==> src/design/wwls_pkg.sv <==
`timescale 1ns / 1ps
// ----------------------------------------------------------------------------
// wwls_pkg: shared types and constants for the whole-word line search
// Default sizes, item kind codes, register indexes and the result record.
// ----------------------------------------------------------------------------
package wwls_pkg;

  localparam int unsigned PATTERN_MAX_DEF = 256;
  localparam int unsigned CHUNK_LEN_DEF   = 255;
  localparam int unsigned LINE_BITS_DEF   = 24;

  localparam int unsigned BYTE_W     = 8;
  localparam int unsigned PLEN_W     = 9;
  localparam int unsigned TAG_W      = 8;
  localparam int unsigned PIDX_IN_W  = 8;
  localparam int unsigned FUNC_W     = 2;
  localparam int unsigned OUT_LINE_W = 24;
  localparam int unsigned OUT_COL_W  = 8;
  localparam int unsigned CFG_IDX_W  = 1;
  localparam int unsigned CFG_DATA_W = 9;

  localparam logic [BYTE_W-1:0] CH_SPACE   = 8'h20;
  localparam logic [BYTE_W-1:0] CH_NEWLINE = 8'h0a;

  localparam logic [PLEN_W-1:0] PLEN_RST = 9'd1;
  localparam logic [TAG_W-1:0]  TAG_RST  = 8'd1;

  typedef enum logic [FUNC_W-1:0] {
    FUNC_LOAD = 2'd0,
    FUNC_TEXT = 2'd1,
    FUNC_EOF  = 2'd2
  } func_e;

  typedef enum logic [CFG_IDX_W-1:0] {
    CFG_PATTERN_LENGTH = 1'b0,
    CFG_FILE_TAG       = 1'b1
  } cfg_reg_e;

  // packed low to high: file, line, column
  typedef struct packed {
    logic [OUT_COL_W-1:0]  column;
    logic [OUT_LINE_W-1:0] line;
    logic [TAG_W-1:0]      file;
  } res_t;

endpackage

==> src/design/wwls_pat_mem.sv <==
`timescale 1ns / 1ps
// ----------------------------------------------------------------------------
// wwls_pat_mem: pattern byte memory
// One write port and one registered read port; a write to the address being
// read is forwarded so the read data always tracks the current entry.
// ----------------------------------------------------------------------------
module wwls_pat_mem #(
  parameter int unsigned PATTERN_MAX = wwls_pkg::PATTERN_MAX_DEF
) (
  input  logic                           clk_i,
  input  logic                           we_i,
  input  logic [$clog2(PATTERN_MAX)-1:0] waddr_i,
  input  logic [wwls_pkg::BYTE_W-1:0]    wdata_i,
  input  logic [$clog2(PATTERN_MAX)-1:0] raddr_i,
  output logic [wwls_pkg::BYTE_W-1:0]    rdata_o
);
  import wwls_pkg::*;

  logic [BYTE_W-1:0] mem [PATTERN_MAX];
  logic [BYTE_W-1:0] rdata_q;

  always_ff @(posedge clk_i) begin
    if (we_i) begin
      mem[waddr_i] <= wdata_i;
    end
    if (we_i && (waddr_i == raddr_i)) begin
      rdata_q <= wdata_i;
    end else begin
      rdata_q <= mem[raddr_i];
    end
  end

  assign rdata_o = rdata_q;

endmodule

==> src/design/wwls_scan.sv <==
`timescale 1ns / 1ps
// ----------------------------------------------------------------------------
// wwls_scan: word match and line tracking
// Holds the scan state, compares one byte per item against the pattern and
// produces at most one hit record per item.
// ----------------------------------------------------------------------------
module wwls_scan #(
  parameter int unsigned PATTERN_MAX = wwls_pkg::PATTERN_MAX_DEF,
  parameter int unsigned CHUNK_LEN   = wwls_pkg::CHUNK_LEN_DEF,
  parameter int unsigned LINE_BITS   = wwls_pkg::LINE_BITS_DEF
) (
  input  logic                           clk_i,
  input  logic                           rst_ni,
  input  logic                           step_i,
  input  wwls_pkg::func_e                func_i,
  input  logic [wwls_pkg::PIDX_IN_W-1:0] pattern_index_i,
  input  logic [wwls_pkg::BYTE_W-1:0]    data_byte_i,
  input  logic [wwls_pkg::PLEN_W-1:0]    pattern_length_i,
  input  logic [wwls_pkg::TAG_W-1:0]     file_tag_i,
  input  logic [wwls_pkg::BYTE_W-1:0]    pat_byte_i,
  output logic [$clog2(PATTERN_MAX)-1:0] pat_raddr_o,
  output logic                           pat_we_o,
  output logic [$clog2(PATTERN_MAX)-1:0] pat_waddr_o,
  output logic                           hit_o,
  output wwls_pkg::res_t                 res_o
);
  import wwls_pkg::*;

  localparam int unsigned PIDX_W = $clog2(PATTERN_MAX);
  localparam int unsigned MC_W   = $clog2(PATTERN_MAX + 1);
  localparam int unsigned COL_W  = $clog2(CHUNK_LEN + 1);
  localparam int unsigned DW0    = (COL_W > MC_W) ? COL_W : MC_W;
  localparam int unsigned DW     = (DW0 > OUT_COL_W) ? DW0 : OUT_COL_W;

  logic [MC_W-1:0]      mc_q, mc_d;
  logic                 cand_q, cand_d;
  logic [COL_W-1:0]     col_q, col_d;
  logic [LINE_BITS-1:0] line_q, line_d;

  logic [MC_W-1:0]  m_len;
  logic [COL_W-1:0] col_inc;
  logic [DW-1:0]    hcol;
  logic             is_sp, is_nl, hit;

  // length in use, clamped to the store depth
  always_comb begin
    if (32'(pattern_length_i) > PATTERN_MAX) begin
      m_len = MC_W'(PATTERN_MAX);
    end else begin
      m_len = MC_W'(pattern_length_i);
    end
  end

  assign col_inc = col_q + COL_W'(1);
  assign is_sp   = (data_byte_i == CH_SPACE);
  assign is_nl   = (data_byte_i == CH_NEWLINE);

  always_comb begin
    mc_d     = mc_q;
    cand_d   = cand_q;
    col_d    = col_q;
    line_d   = line_q;
    hit      = 1'b0;
    hcol     = '0;
    pat_we_o = 1'b0;
    if (step_i) begin
      case (func_i)
        FUNC_LOAD: begin
          pat_we_o = (32'(pattern_index_i) < PATTERN_MAX);
        end
        FUNC_EOF: begin
          if ((col_q != '0) && cand_q && (mc_q != '0) && (mc_q == m_len)) begin
            hit  = 1'b1;
            hcol = DW'(col_q) - DW'(m_len);
          end
          line_d = '0;
          col_d  = '0;
          cand_d = 1'b1;
          mc_d   = '0;
        end
        FUNC_TEXT: begin
          if (cand_q) begin
            if ((mc_q < m_len) && (data_byte_i == pat_byte_i)) begin
              mc_d = mc_q + MC_W'(1);
            end else begin
              if ((mc_q == m_len) && (is_sp || is_nl)) begin
                hit  = 1'b1;
                hcol = DW'(col_q) - DW'(m_len);
              end
              mc_d   = '0;
              cand_d = is_sp;
            end
          end else if (is_sp) begin
            cand_d = 1'b1;
            mc_d   = '0;
          end
          // end of line: newline or chunk full
          if (is_nl || (col_inc >= COL_W'(CHUNK_LEN))) begin
            if (!hit && cand_d && (mc_d != '0) && (mc_d == m_len)) begin
              hit  = 1'b1;
              hcol = DW'(col_inc) - DW'(m_len);
            end
            if (line_q != '1) begin
              line_d = line_q + LINE_BITS'(1);
            end
            col_d  = '0;
            cand_d = 1'b1;
            mc_d   = '0;
          end else begin
            col_d = col_inc;
          end
        end
        default: begin
        end
      endcase
    end
  end

  always_ff @(posedge clk_i or negedge rst_ni) begin
    if (!rst_ni) begin
      mc_q   <= '0;
      cand_q <= 1'b1;
      col_q  <= '0;
      line_q <= '0;
    end else begin
      mc_q   <= mc_d;
      cand_q <= cand_d;
      col_q  <= col_d;
      line_q <= line_d;
    end
  end

  // read address follows the next compare position
  assign pat_raddr_o = mc_d[PIDX_W-1:0];
  assign pat_waddr_o = PIDX_W'(pattern_index_i);

  assign hit_o       = hit;
  assign res_o.file   = file_tag_i;
  assign res_o.line   = OUT_LINE_W'(line_q);
  assign res_o.column = hcol[OUT_COL_W-1:0];

endmodule

==> src/design/whole_word_line_search.sv <==
`timescale 1ns / 1ps
// ----------------------------------------------------------------------------
// whole_word_line_search: whole-word pattern search over a text stream
// Top level: configuration registers, item register, result register.
// ----------------------------------------------------------------------------
// The block takes one item per clock cycle while the result register is not held
// by back-pressure; a hit passes through the item register and then the result
// register. The rate is set by the single compare of each text byte against
// the pattern memory, whose registered read port is addressed with the next
// match position so the byte for the following item is always ready. Load
// pattern bytes (tuser kind 0) before scanning; entries never loaded read as
// unknown. There is no clearing pass after reset. Write the registers only
// while no item is in flight.
// ----------------------------------------------------------------------------
module whole_word_line_search #(
  parameter int unsigned PATTERN_MAX = wwls_pkg::PATTERN_MAX_DEF,
  parameter int unsigned CHUNK_LEN   = wwls_pkg::CHUNK_LEN_DEF,
  parameter int unsigned LINE_BITS   = wwls_pkg::LINE_BITS_DEF
) (
  input  logic                            clk_i,
  input  logic                            rst_ni,
  input  logic                            cfg_we_i,
  input  logic [wwls_pkg::CFG_IDX_W-1:0]  cfg_index_i,
  input  logic [wwls_pkg::CFG_DATA_W-1:0] cfg_data_i,
  input  logic                            s_axis_tvalid,
  output logic                            s_axis_tready,
  input  logic [15:0]                     s_axis_tdata,  // pattern_index, data_byte
  input  logic [1:0]                      s_axis_tuser,  // func
  output logic                            m_axis_tvalid,
  input  logic                            m_axis_tready,
  output logic [39:0]                     m_axis_tdata   // match_file, match_line, match_column
);
  import wwls_pkg::*;

  localparam int unsigned PIDX_W = $clog2(PATTERN_MAX);

  logic [PLEN_W-1:0] pattern_length_q;
  logic [TAG_W-1:0]  file_tag_q;

  logic                 in_v_q;
  func_e                func_q;
  logic [PIDX_IN_W-1:0] pattern_index_q;
  logic [BYTE_W-1:0]    data_byte_q;

  logic out_v_q;
  res_t out_q;

  logic              proc_ok, step, s_acc, hit;
  res_t              res;
  logic [BYTE_W-1:0] pat_byte;
  logic [PIDX_W-1:0] pat_raddr, pat_waddr;
  logic              pat_we;

  // configuration registers
  always_ff @(posedge clk_i or negedge rst_ni) begin
    if (!rst_ni) begin
      pattern_length_q <= PLEN_RST;
      file_tag_q       <= TAG_RST;
    end else if (cfg_we_i) begin
      case (cfg_reg_e'(cfg_index_i))
        CFG_PATTERN_LENGTH: pattern_length_q <= cfg_data_i[PLEN_W-1:0];
        CFG_FILE_TAG:       file_tag_q       <= cfg_data_i[TAG_W-1:0];
        default: begin
        end
      endcase
    end
  end

  assign proc_ok       = !out_v_q || m_axis_tready;
  assign step          = in_v_q && proc_ok;
  assign s_axis_tready = !in_v_q || proc_ok;
  assign s_acc         = s_axis_tvalid && s_axis_tready;

  // item register
  always_ff @(posedge clk_i or negedge rst_ni) begin
    if (!rst_ni) begin
      in_v_q <= 1'b0;
    end else if (s_acc) begin
      in_v_q <= 1'b1;
    end else if (step) begin
      in_v_q <= 1'b0;
    end
  end

  always_ff @(posedge clk_i) begin
    if (s_acc) begin
      func_q          <= func_e'(s_axis_tuser);
      pattern_index_q <= s_axis_tdata[7:0];
      data_byte_q     <= s_axis_tdata[15:8];
    end
  end

  wwls_pat_mem #(
    .PATTERN_MAX(PATTERN_MAX)
  ) u_pat_mem (
    .clk_i  (clk_i),
    .we_i   (pat_we),
    .waddr_i(pat_waddr),
    .wdata_i(data_byte_q),
    .raddr_i(pat_raddr),
    .rdata_o(pat_byte)
  );

  wwls_scan #(
    .PATTERN_MAX(PATTERN_MAX),
    .CHUNK_LEN  (CHUNK_LEN),
    .LINE_BITS  (LINE_BITS)
  ) u_scan (
    .clk_i           (clk_i),
    .rst_ni          (rst_ni),
    .step_i          (step),
    .func_i          (func_q),
    .pattern_index_i (pattern_index_q),
    .data_byte_i     (data_byte_q),
    .pattern_length_i(pattern_length_q),
    .file_tag_i      (file_tag_q),
    .pat_byte_i      (pat_byte),
    .pat_raddr_o     (pat_raddr),
    .pat_we_o        (pat_we),
    .pat_waddr_o     (pat_waddr),
    .hit_o           (hit),
    .res_o           (res)
  );

  // result register
  always_ff @(posedge clk_i or negedge rst_ni) begin
    if (!rst_ni) begin
      out_v_q <= 1'b0;
    end else if (step && hit) begin
      out_v_q <= 1'b1;
    end else if (m_axis_tready) begin
      out_v_q <= 1'b0;
    end
  end

  always_ff @(posedge clk_i) begin
    if (step && hit) begin
      out_q <= res;
    end
  end

  assign m_axis_tvalid = out_v_q;
  assign m_axis_tdata  = out_q;

`ifndef NO_ASSERTIONS
  // a result only appears after an item left the item register
  a_out_from_item: assert property (@(posedge clk_i) disable iff (!rst_ni)
    $rose(out_v_q) |-> $past(in_v_q))
    else $error("result without a processed item");

  // a stalled item stays put until it can be processed
  a_item_hold: assert property (@(posedge clk_i) disable iff (!rst_ni)
    (in_v_q && !proc_ok) |=> (in_v_q && $stable(data_byte_q) && $stable(func_q)))
    else $error("item register changed while stalled");

  // the result register is not overwritten while waiting
  a_res_hold: assert property (@(posedge clk_i) disable iff (!rst_ni)
    (out_v_q && !m_axis_tready) |=> (out_v_q && $stable(out_q)))
    else $error("pending result overwritten");
`endif

endmodule
==> config.mk <==
export PLATFORM = sky130hd
export DESIGN_NAME = whole_word_line_search
export DESIGN_NICKNAME = d
export VERILOG_FILES = /design/src/design/wwls_pkg.sv /design/src/design/wwls_pat_mem.sv /design/src/design/wwls_scan.sv /design/src/design/whole_word_line_search.sv
export SDC_FILE = /design/constraint.sdc
export NUM_CORES = 2
export LEC_CHECK = 0
export ABC_AREA = 1
export BUFFER_PORTS_ARGS = -buffer_cell sky130_fd_sc_hd__buf_4
export CAP_MARGIN = 20
export CELL_PAD_IN_SITES_DETAIL_PLACEMENT = 1
export CELL_PAD_IN_SITES_GLOBAL_PLACEMENT = 2
export CORE_ASPECT_RATIO = 0.5
export CORE_MARGIN = 1
export CORE_UTILIZATION = 44
export CTS_CLUSTER_DIAMETER = 80
export DETAILED_ROUTE_END_ITERATION = 8
export HOLD_SLACK_MARGIN = 0.06
export PLACE_DENSITY = 0.82
export SYNTH_ARGS = -nofsm -noshare
export SYNTH_HDL_FRONTEND = slang
export SYNTH_HIERARCHICAL = 1
export SYNTH_SLANG_ARGS = --single-unit
==> constraint.sdc <==
create_clock -name clk_i -period 8.4 [get_ports clk_i]
set_input_delay 0 -clock clk_i [delete_from_list [all_inputs] [get_ports clk_i]]
set_output_delay 0 -clock clk_i [all_outputs]
set_load 0.1 [all_outputs]
After elaboration in Yosys (flattened, before gate mapping)
Memory sizes are Yosys's and may differ from the RTL's. A register that Yosys moved wholly into a read port is not among the register bits.
Cells that the tools add are included.
{"block": "op_classes", "order_cmp": 3, "n_mux": 46, "reduce_logical": 29, "n_addsub": 5, "n_bitwise": 1, "eq_ne": 10}
{"op": "2-to-1 mux 8 bit", "count": 8}
{"op": "2-to-1 mux 9 bit", "count": 7}
{"op": "2-to-1 mux 24 bit", "count": 2}
{"op": "one-hot mux 24 bit (2 select lines)", "count": 1}
{"op": "one-hot mux 8 bit (2 select lines)", "count": 2}
{"op": "adder 24 x 1 -> 24 bit (second input constant)", "count": 1}
{"op": "!= test 24 bit (second input constant)", "count": 1}
{"op": "2-to-1 mux 1 bit", "count": 23}
{"op": "equality test 9 bit", "count": 2}
{"op": "one-hot mux 9 bit (2 select lines)", "count": 1}
{"op": "nonzero test 9 bit", "count": 2}
{"op": "subtractor 8 bit", "count": 2}
{"op": "logical AND 1 bit", "count": 11}
{"op": "adder 9 x 1 -> 9 bit (second input constant)", "count": 1}
{"op": "greater-than comparator 9 bit (second input constant)", "count": 1}
{"op": "< comparator 9 bit", "count": 1}
{"op": "adder 8 x 1 -> 8 bit (second input constant)", "count": 1}
{"op": "equality test 8 x 4 -> 1 bit (second input constant)", "count": 1}
{"op": "equality test 8 x 6 -> 1 bit (second input constant)", "count": 1}
{"op": "equality test 8 bit", "count": 1}
{"op": ">= comparator 8 bit (second input constant)", "count": 1}
{"op": "nonzero test 8 bit", "count": 1}
{"op": "AND reduction 2 bit", "count": 3}
{"op": "nonzero test 2 bit", "count": 3}
{"op": "9 further kinds", "count": 16}
{"block": "word_totals", "ram_bits": 2048, "output_inout_bits": 42, "inputBits": 33, "memories": 1, "register_bits": 119}
{"memory": "u_pat_mem.mem", "words": 256, "width": 8, "read_ports": 1, "rd_clocked_by_memory_dff": 1, "wr": 1, "line_no": "wwls_pat_mem.sv:19", "text": "logic [BYTE_W-1:0] mem [PATTERN_MAX];"}

Logic depth before layout (Yosys ltp)
{"block": "logic_depth", "depth_word": 19, "mapped_depth": 36, "ltp_nobuf": 31}

Modules after synthesis
The synthesis kept the hierarchy.
{"mod": "wwls_pat_mem", "cells_per_inst": 7003, "area_each_um2": 83396.2, "n_inst": 1}
{"mod": "wwls_scan", "cells_per_inst": 649, "area_each_um2": 4272.8, "n_inst": 1}
{"mod": "whole_word_line_search", "cells_per_inst": 147, "area_each_um2": 2546.2, "n_inst": 1}

Worst setup path before layout
OpenSTA, ideal clock, no wires.
{"block": "synth_path", "path_kind": "reg-to-reg", "start": "register data_byte_q[7]", "end": "register out_q, in the netlist m_axis_tdata[0] (enable)", "path_slack_ns": 1.021, "synth_period_minus_slack_ns": 7.379, "path_stages_with_launch": 19, "arrival_time_ns": 6.941, "required_time_ns": 7.963, "cell_sequence": "edfxtp_1 -> inv_1 -> nand3_1 -> nor3_1 -> nand2_1 -> a21oi_1 -> nand2_1 -> nand2_1 -> nor2_1 -> nand2_1 -> nor2_1 -> nand2_1 -> nor2_4 -> nand2_4 -> nand2_1 -> nand2_1 -> a21oi_1 -> inv_1 -> nor2_1"}
{"block": "synth_between", "elab_chain_len": 17, "word_cells_on_any_way": 33}
{"element": "start, declared", "line_no": "whole_word_line_search.sv:43", "text": "logic [BYTE_W-1:0] data_byte_q;"}
{"element": "start signal, assigned", "line_no": "whole_word_line_search.sv:89", "text": "data_byte_q <= s_axis_tdata[15:8];"}
{"element": "equality test 8 x 6 -> 1 bit or equality test 8 x 4 -> 1 bit (tied branches)", "line_no": "wwls_scan.sv:55, wwls_scan.sv:56"}
{"element": "logical OR 1 bit", "line_no": "wwls_scan.sv:86", "text": "if ((mc_q == m_len) && (is_sp || is_nl)) begin"}
{"element": "logical AND 1 bit", "line_no": "wwls_scan.sv:86"}
{"element": "2-to-1 mux 1 bit", "line_no": "wwls_scan.sv:86"}
{"element": "2-to-1 mux 1 bit", "line_no": "wwls_scan.sv:83", "text": "if ((mc_q < m_len) && (data_byte_i == pat_byte_i)) begin"}
{"element": "2-to-1 mux 1 bit", "line_no": "wwls_scan.sv:82", "text": "if (cand_q) begin"}
{"element": "2-to-1 mux 1 bit", "line_no": "wwls_scan.sv:67", "text": "case (func_i)"}
{"element": "2-to-1 mux 1 bit", "line_no": "wwls_scan.sv:66", "text": "if (step_i) begin"}
{"element": "logical NOT 1 bit", "line_no": "wwls_scan.sv:99", "text": "if (!hit && cand_d && (mc_d != '0) && (mc_d == m_len)) begin"}
{"element": "logical AND 1 bit (3 in series)", "line_no": "wwls_scan.sv:99"}
{"element": "2-to-1 mux 1 bit", "line_no": "wwls_scan.sv:99"}
{"element": "2-to-1 mux 1 bit *", "line_no": "wwls_scan.sv:98", "text": "if (is_nl || (col_inc >= COL_W'(CHUNK_LEN))) begin"}
{"element": "one-hot mux 1 bit (2 select lines) *", "line_no": "wwls_scan.sv:67"}
{"element": "2-to-1 mux 1 bit *", "line_no": "wwls_scan.sv:66"}
{"element": "named net hit", "line_no": "whole_word_line_search.sv:48", "text": "logic proc_ok, step, s_acc, hit;"}
{"element": "logical AND 1 bit *", "line_no": "whole_word_line_search.sv:137", "text": "if (step && hit) begin"}
{"element": "end signal, assigned", "line_no": "whole_word_line_search.sv:138", "text": "out_q <= res;"}
{"element": "end, declared", "line_no": "whole_word_line_search.sv:46", "text": "res_t out_q;"}
Mark *: on every way through the listed nets, which the timed path passes. The rest lies on a longest branch. The select of a mux whose other input is x is not followed.
A chain may end at the register's enable or synchronous reset.

==> qor.csv <==
metric,value,unit
Post-Syn Area,0.09022,mm²
Hold Startpoint,s_axis_tvalid,
R2R setup slack,1.22,ns
crit path kind,flip-flop to flip-flop,
Final Util,49.27,%
Slew @ Worst Pin,1.189,ns
worst path bufs/invs,5,
Async SR Flop Fraction,2.805,%
largest stage delay on the critical path,0.72,ns
# rows,117,
post-DP HPWL,163200,µm
IO Port Bufs,74,
GRT Total Usage,26.82,%
largest net degree at the start of global routing,176,
worst flop-to-flop path endpoint,m_axis_tdata[9]$_DFFE_PP_,
Initial Utilization,44.30,%
DIE HEIGHT,322.2,µm
status,finished clean,
Worst-path clk slew,0.06,ns
Synth Register Bits,2175,
crit-path max FO,175,
first-pass GRT wire length,416200,µm
final-report max-slew violation count,0,
CP Capture Type,flip-flop,
Worst R2R Path Depth,33,
Hold WC Path Type,primary input to flip-flop,
DRC violations left,0,
setup tns final,0,ns
uppermost layer routed,met5,
Post-synth EDFFs,2106,
I/O pins,75,
WP data required,8.93,ns
Via density,5.805,
drt initial violations,6350,
Detail Route met3 WL,21190,µm
routed len/inst,26.37,µm
cts bufs inserted,201,
crit-path leading delay family,simple AND/OR/NAND/NOR gates,
Hold EP,func_q[0]$_DFFE_PP_,
drt total wl,281500,µm
startpoint types,flip-flop,
CTS tree,built,
Die ar.,0.2070,mm²
number of global-route vias before repair,62974,
core box area,0.2036,mm²
post-synthesis instance total,7799,
CTS H-tree depth,4,
Layout area overhead,11.22,%
most frequent cells in the layout,"nand2_1 (2311), edfxtp_1 (2106), nand3_1 (2097)",
final hold vios,0,
Initial DRT Pass Iterations,5,
number of gates resized after CTS,0,
Num Clock Sinks,2175,
root buffer cell,clkbuf_16,
ANT nets after route,0,
Horiz. Die Dim,642.4,µm
nets,7845,
Final Wtd Congestion,0.8330,
grt ovf,0,
Fmax,0.1393,GHz
share of layout cells above drive strength 1,6.804,%
hold depth,4,
Tmin final,7.181,ns
WL met2,131300,µm
"commonest non-fill, non-tap cell in the layout",nand2_1,
Fillers,21140,
Slew HR,20.72,%
Yosys warnings,6,
Main synth FF type,edfxtp_1,
CTS Buffer Depth,4,
Syn Area/Cell,11.57,µm²
final setup vio count,0,
most frequent CP cell,nand2_1,
DRT met1 WL,121700,µm
pwr dens,219.7,mW/mm²
Leak,35.05,nW
"Seq/Total Area, Yosys",71.97,%
crit share post-route,85.48,%
Synth Net Count,7866,
clock latency on the worst-skew pair,0.88,ns
CP arrival,7.71,ns
max_cap viols,0,
CP max-delay cell,dfxtp_4,
clk_skew,0.06202,ns
post-synth cell types,46,
Max rail drop VDD,0.1590,mV
initial antenna violation count,7,
total power,0.02204,W
RSZ-0062 raised after global routing,no,
Vias,61972,
## cells in the mapped netlist (3+ instances only)
cell type  instances  share of area (%)
buf_6             20               0.25
dfxtp_1            8               0.18
o22ai_1            4              0.028
buf_4             62               0.52
a21o_1             3              0.025
nand2_4            5              0.062
xnor2_1            6              0.058
nand4_1           20               0.14
buf_2            273                1.5
nand2_2            3              0.021
nand2_1         2325                9.7
a31oi_1            3              0.021
nor4_1            10              0.069
nor2_4             3              0.037
nor2_1           333                1.4
nand3_1         2097                 12
o21ai_0           35               0.19
buf_1             40               0.17
dfstp_2            3              0.087
a21oi_1           30               0.17
ha_1              32               0.44
a211oi_1           4              0.033
nor2_2             3              0.021
inv_1            134               0.56
xor2_1            16               0.16
inv_2              7              0.029
or2_2              3              0.021
nand3b_1           5              0.042
clkbuf_1         117               0.49
dfrtp_1           58                1.6
nor3_1            11              0.061
edfxtp_1        2106                 70
## state kept, by name (all words and copies together) (netlist names), named ones only
| register | flops |
|---|---|
| pattern_index_q | 8 |
| u_scan/line_q | 24 |
| u_scan/col_q | 8 |
| m_axis_tvalid | 1 |
| func_q | 2 |
| m_axis_tdata | 40 |
| file_tag_q | 8 |
| in_v_q | 1 |
| pattern_length_q | 9 |
| u_scan/mc_q | 9 |
| u_pat_mem/mem | 2048 |
| data_byte_q | 8 |
| u_scan/cand_q | 1 |
## area by class of cell
cell class | count | area, µm² | share of cell area [%]
antenna | 2 | 5.005 | 0.004988
clock buffer | 254 | 5406 | 5.388
clock inverter | 107 | 1012 | 1.009
inverter | 144 | 589.3 | 0.5873
multi-input combinational | 4967 | 22120 | 22.05
sequential | 2175 | 64950 | 64.73
tap | 2737 | 3425 | 3.413
timing repair buffer | 289 | 2826 | 2.817
## kinds of logic (layout without fill, tap and decap cells)
kind of cell	count (synthesis)	count (layout)	synth area share [%]
AOI/OAI and AO/OA	87	87	0.5312
adders and majority gates	34	34	0.4882
other	0	2	0
DFF	2175	2175	71.97
xor gates and xnor gates	22	22	0.2136
and+or+nand+nor	4824	4824	23.23
buffers and inverters	657	794	3.560
## power by group
group          total [W]  internal [W]  switching (W)
Clock            0.00923       0.00515        0.00408
Combinational   0.000768      0.000165       0.000603
Sequential        0.0120        0.0120      0.0000434
## worst max path at each step
stage / end / from / cells past startpoint / slack [ns]
2_1_floorplan: m_axis_tdata[0]$_DFFE_PP_ / data_byte_q[7]$_DFFE_PP_ / 18 / 1.02
3_3_place_gp: m_axis_tdata[13]$_DFFE_PP_ / flip-flop / 34 / 1.42
3_5_place_dp: m_axis_tdata[10]$_DFFE_PP_ / flip-flop / 34 / 1.39
4_1_cts: m_axis_tdata[14]$_DFFE_PP_ / flip-flop / 34 / 1.39
5_1_grt: m_axis_tdata[15]$_DFFE_PP_ / flip-flop / 34 / 0.92
6_report: m_axis_tdata[9]$_DFFE_PP_ / flip-flop / 33 / 1.22
## repair_timing
item	4_1_cts	5_1_grt
hold buffers	81	0
hold endpoints to repair	114	0
buffers inserted	0	0
## metrics by stage
step | cells | hold slack, ns | worst slack, ns | area (µm²)
finish | 10675 | 0.2289 | 1.219 | 100300
global route | 10673 | 0.2302 | 0.9204 | 100300
CTS | 10672 | 0.2425 | 1.392 | 100300
detailed placement | 10230 | 0.1726 | 1.386 | 93060
global placement | 10229 | 0.1786 | 1.415 | 93040
floorplan | 7799 | -0.2956 | 1.021 | 90220
## metal layers
metal	GRT usage, %	vias up
li1	-	27430
met1	37.99	31896
met2	43.25	2217
met3	4.397	419
met4	7.094	10
met5	0	-
## worst min-delay path, cell delays in order
cell and delay [ns]:
dlygate4sd3_1 0.54, buf_4 0.13, nand2_1 0.07, inv_1 0.14
(Power assumes the default switching activity.)
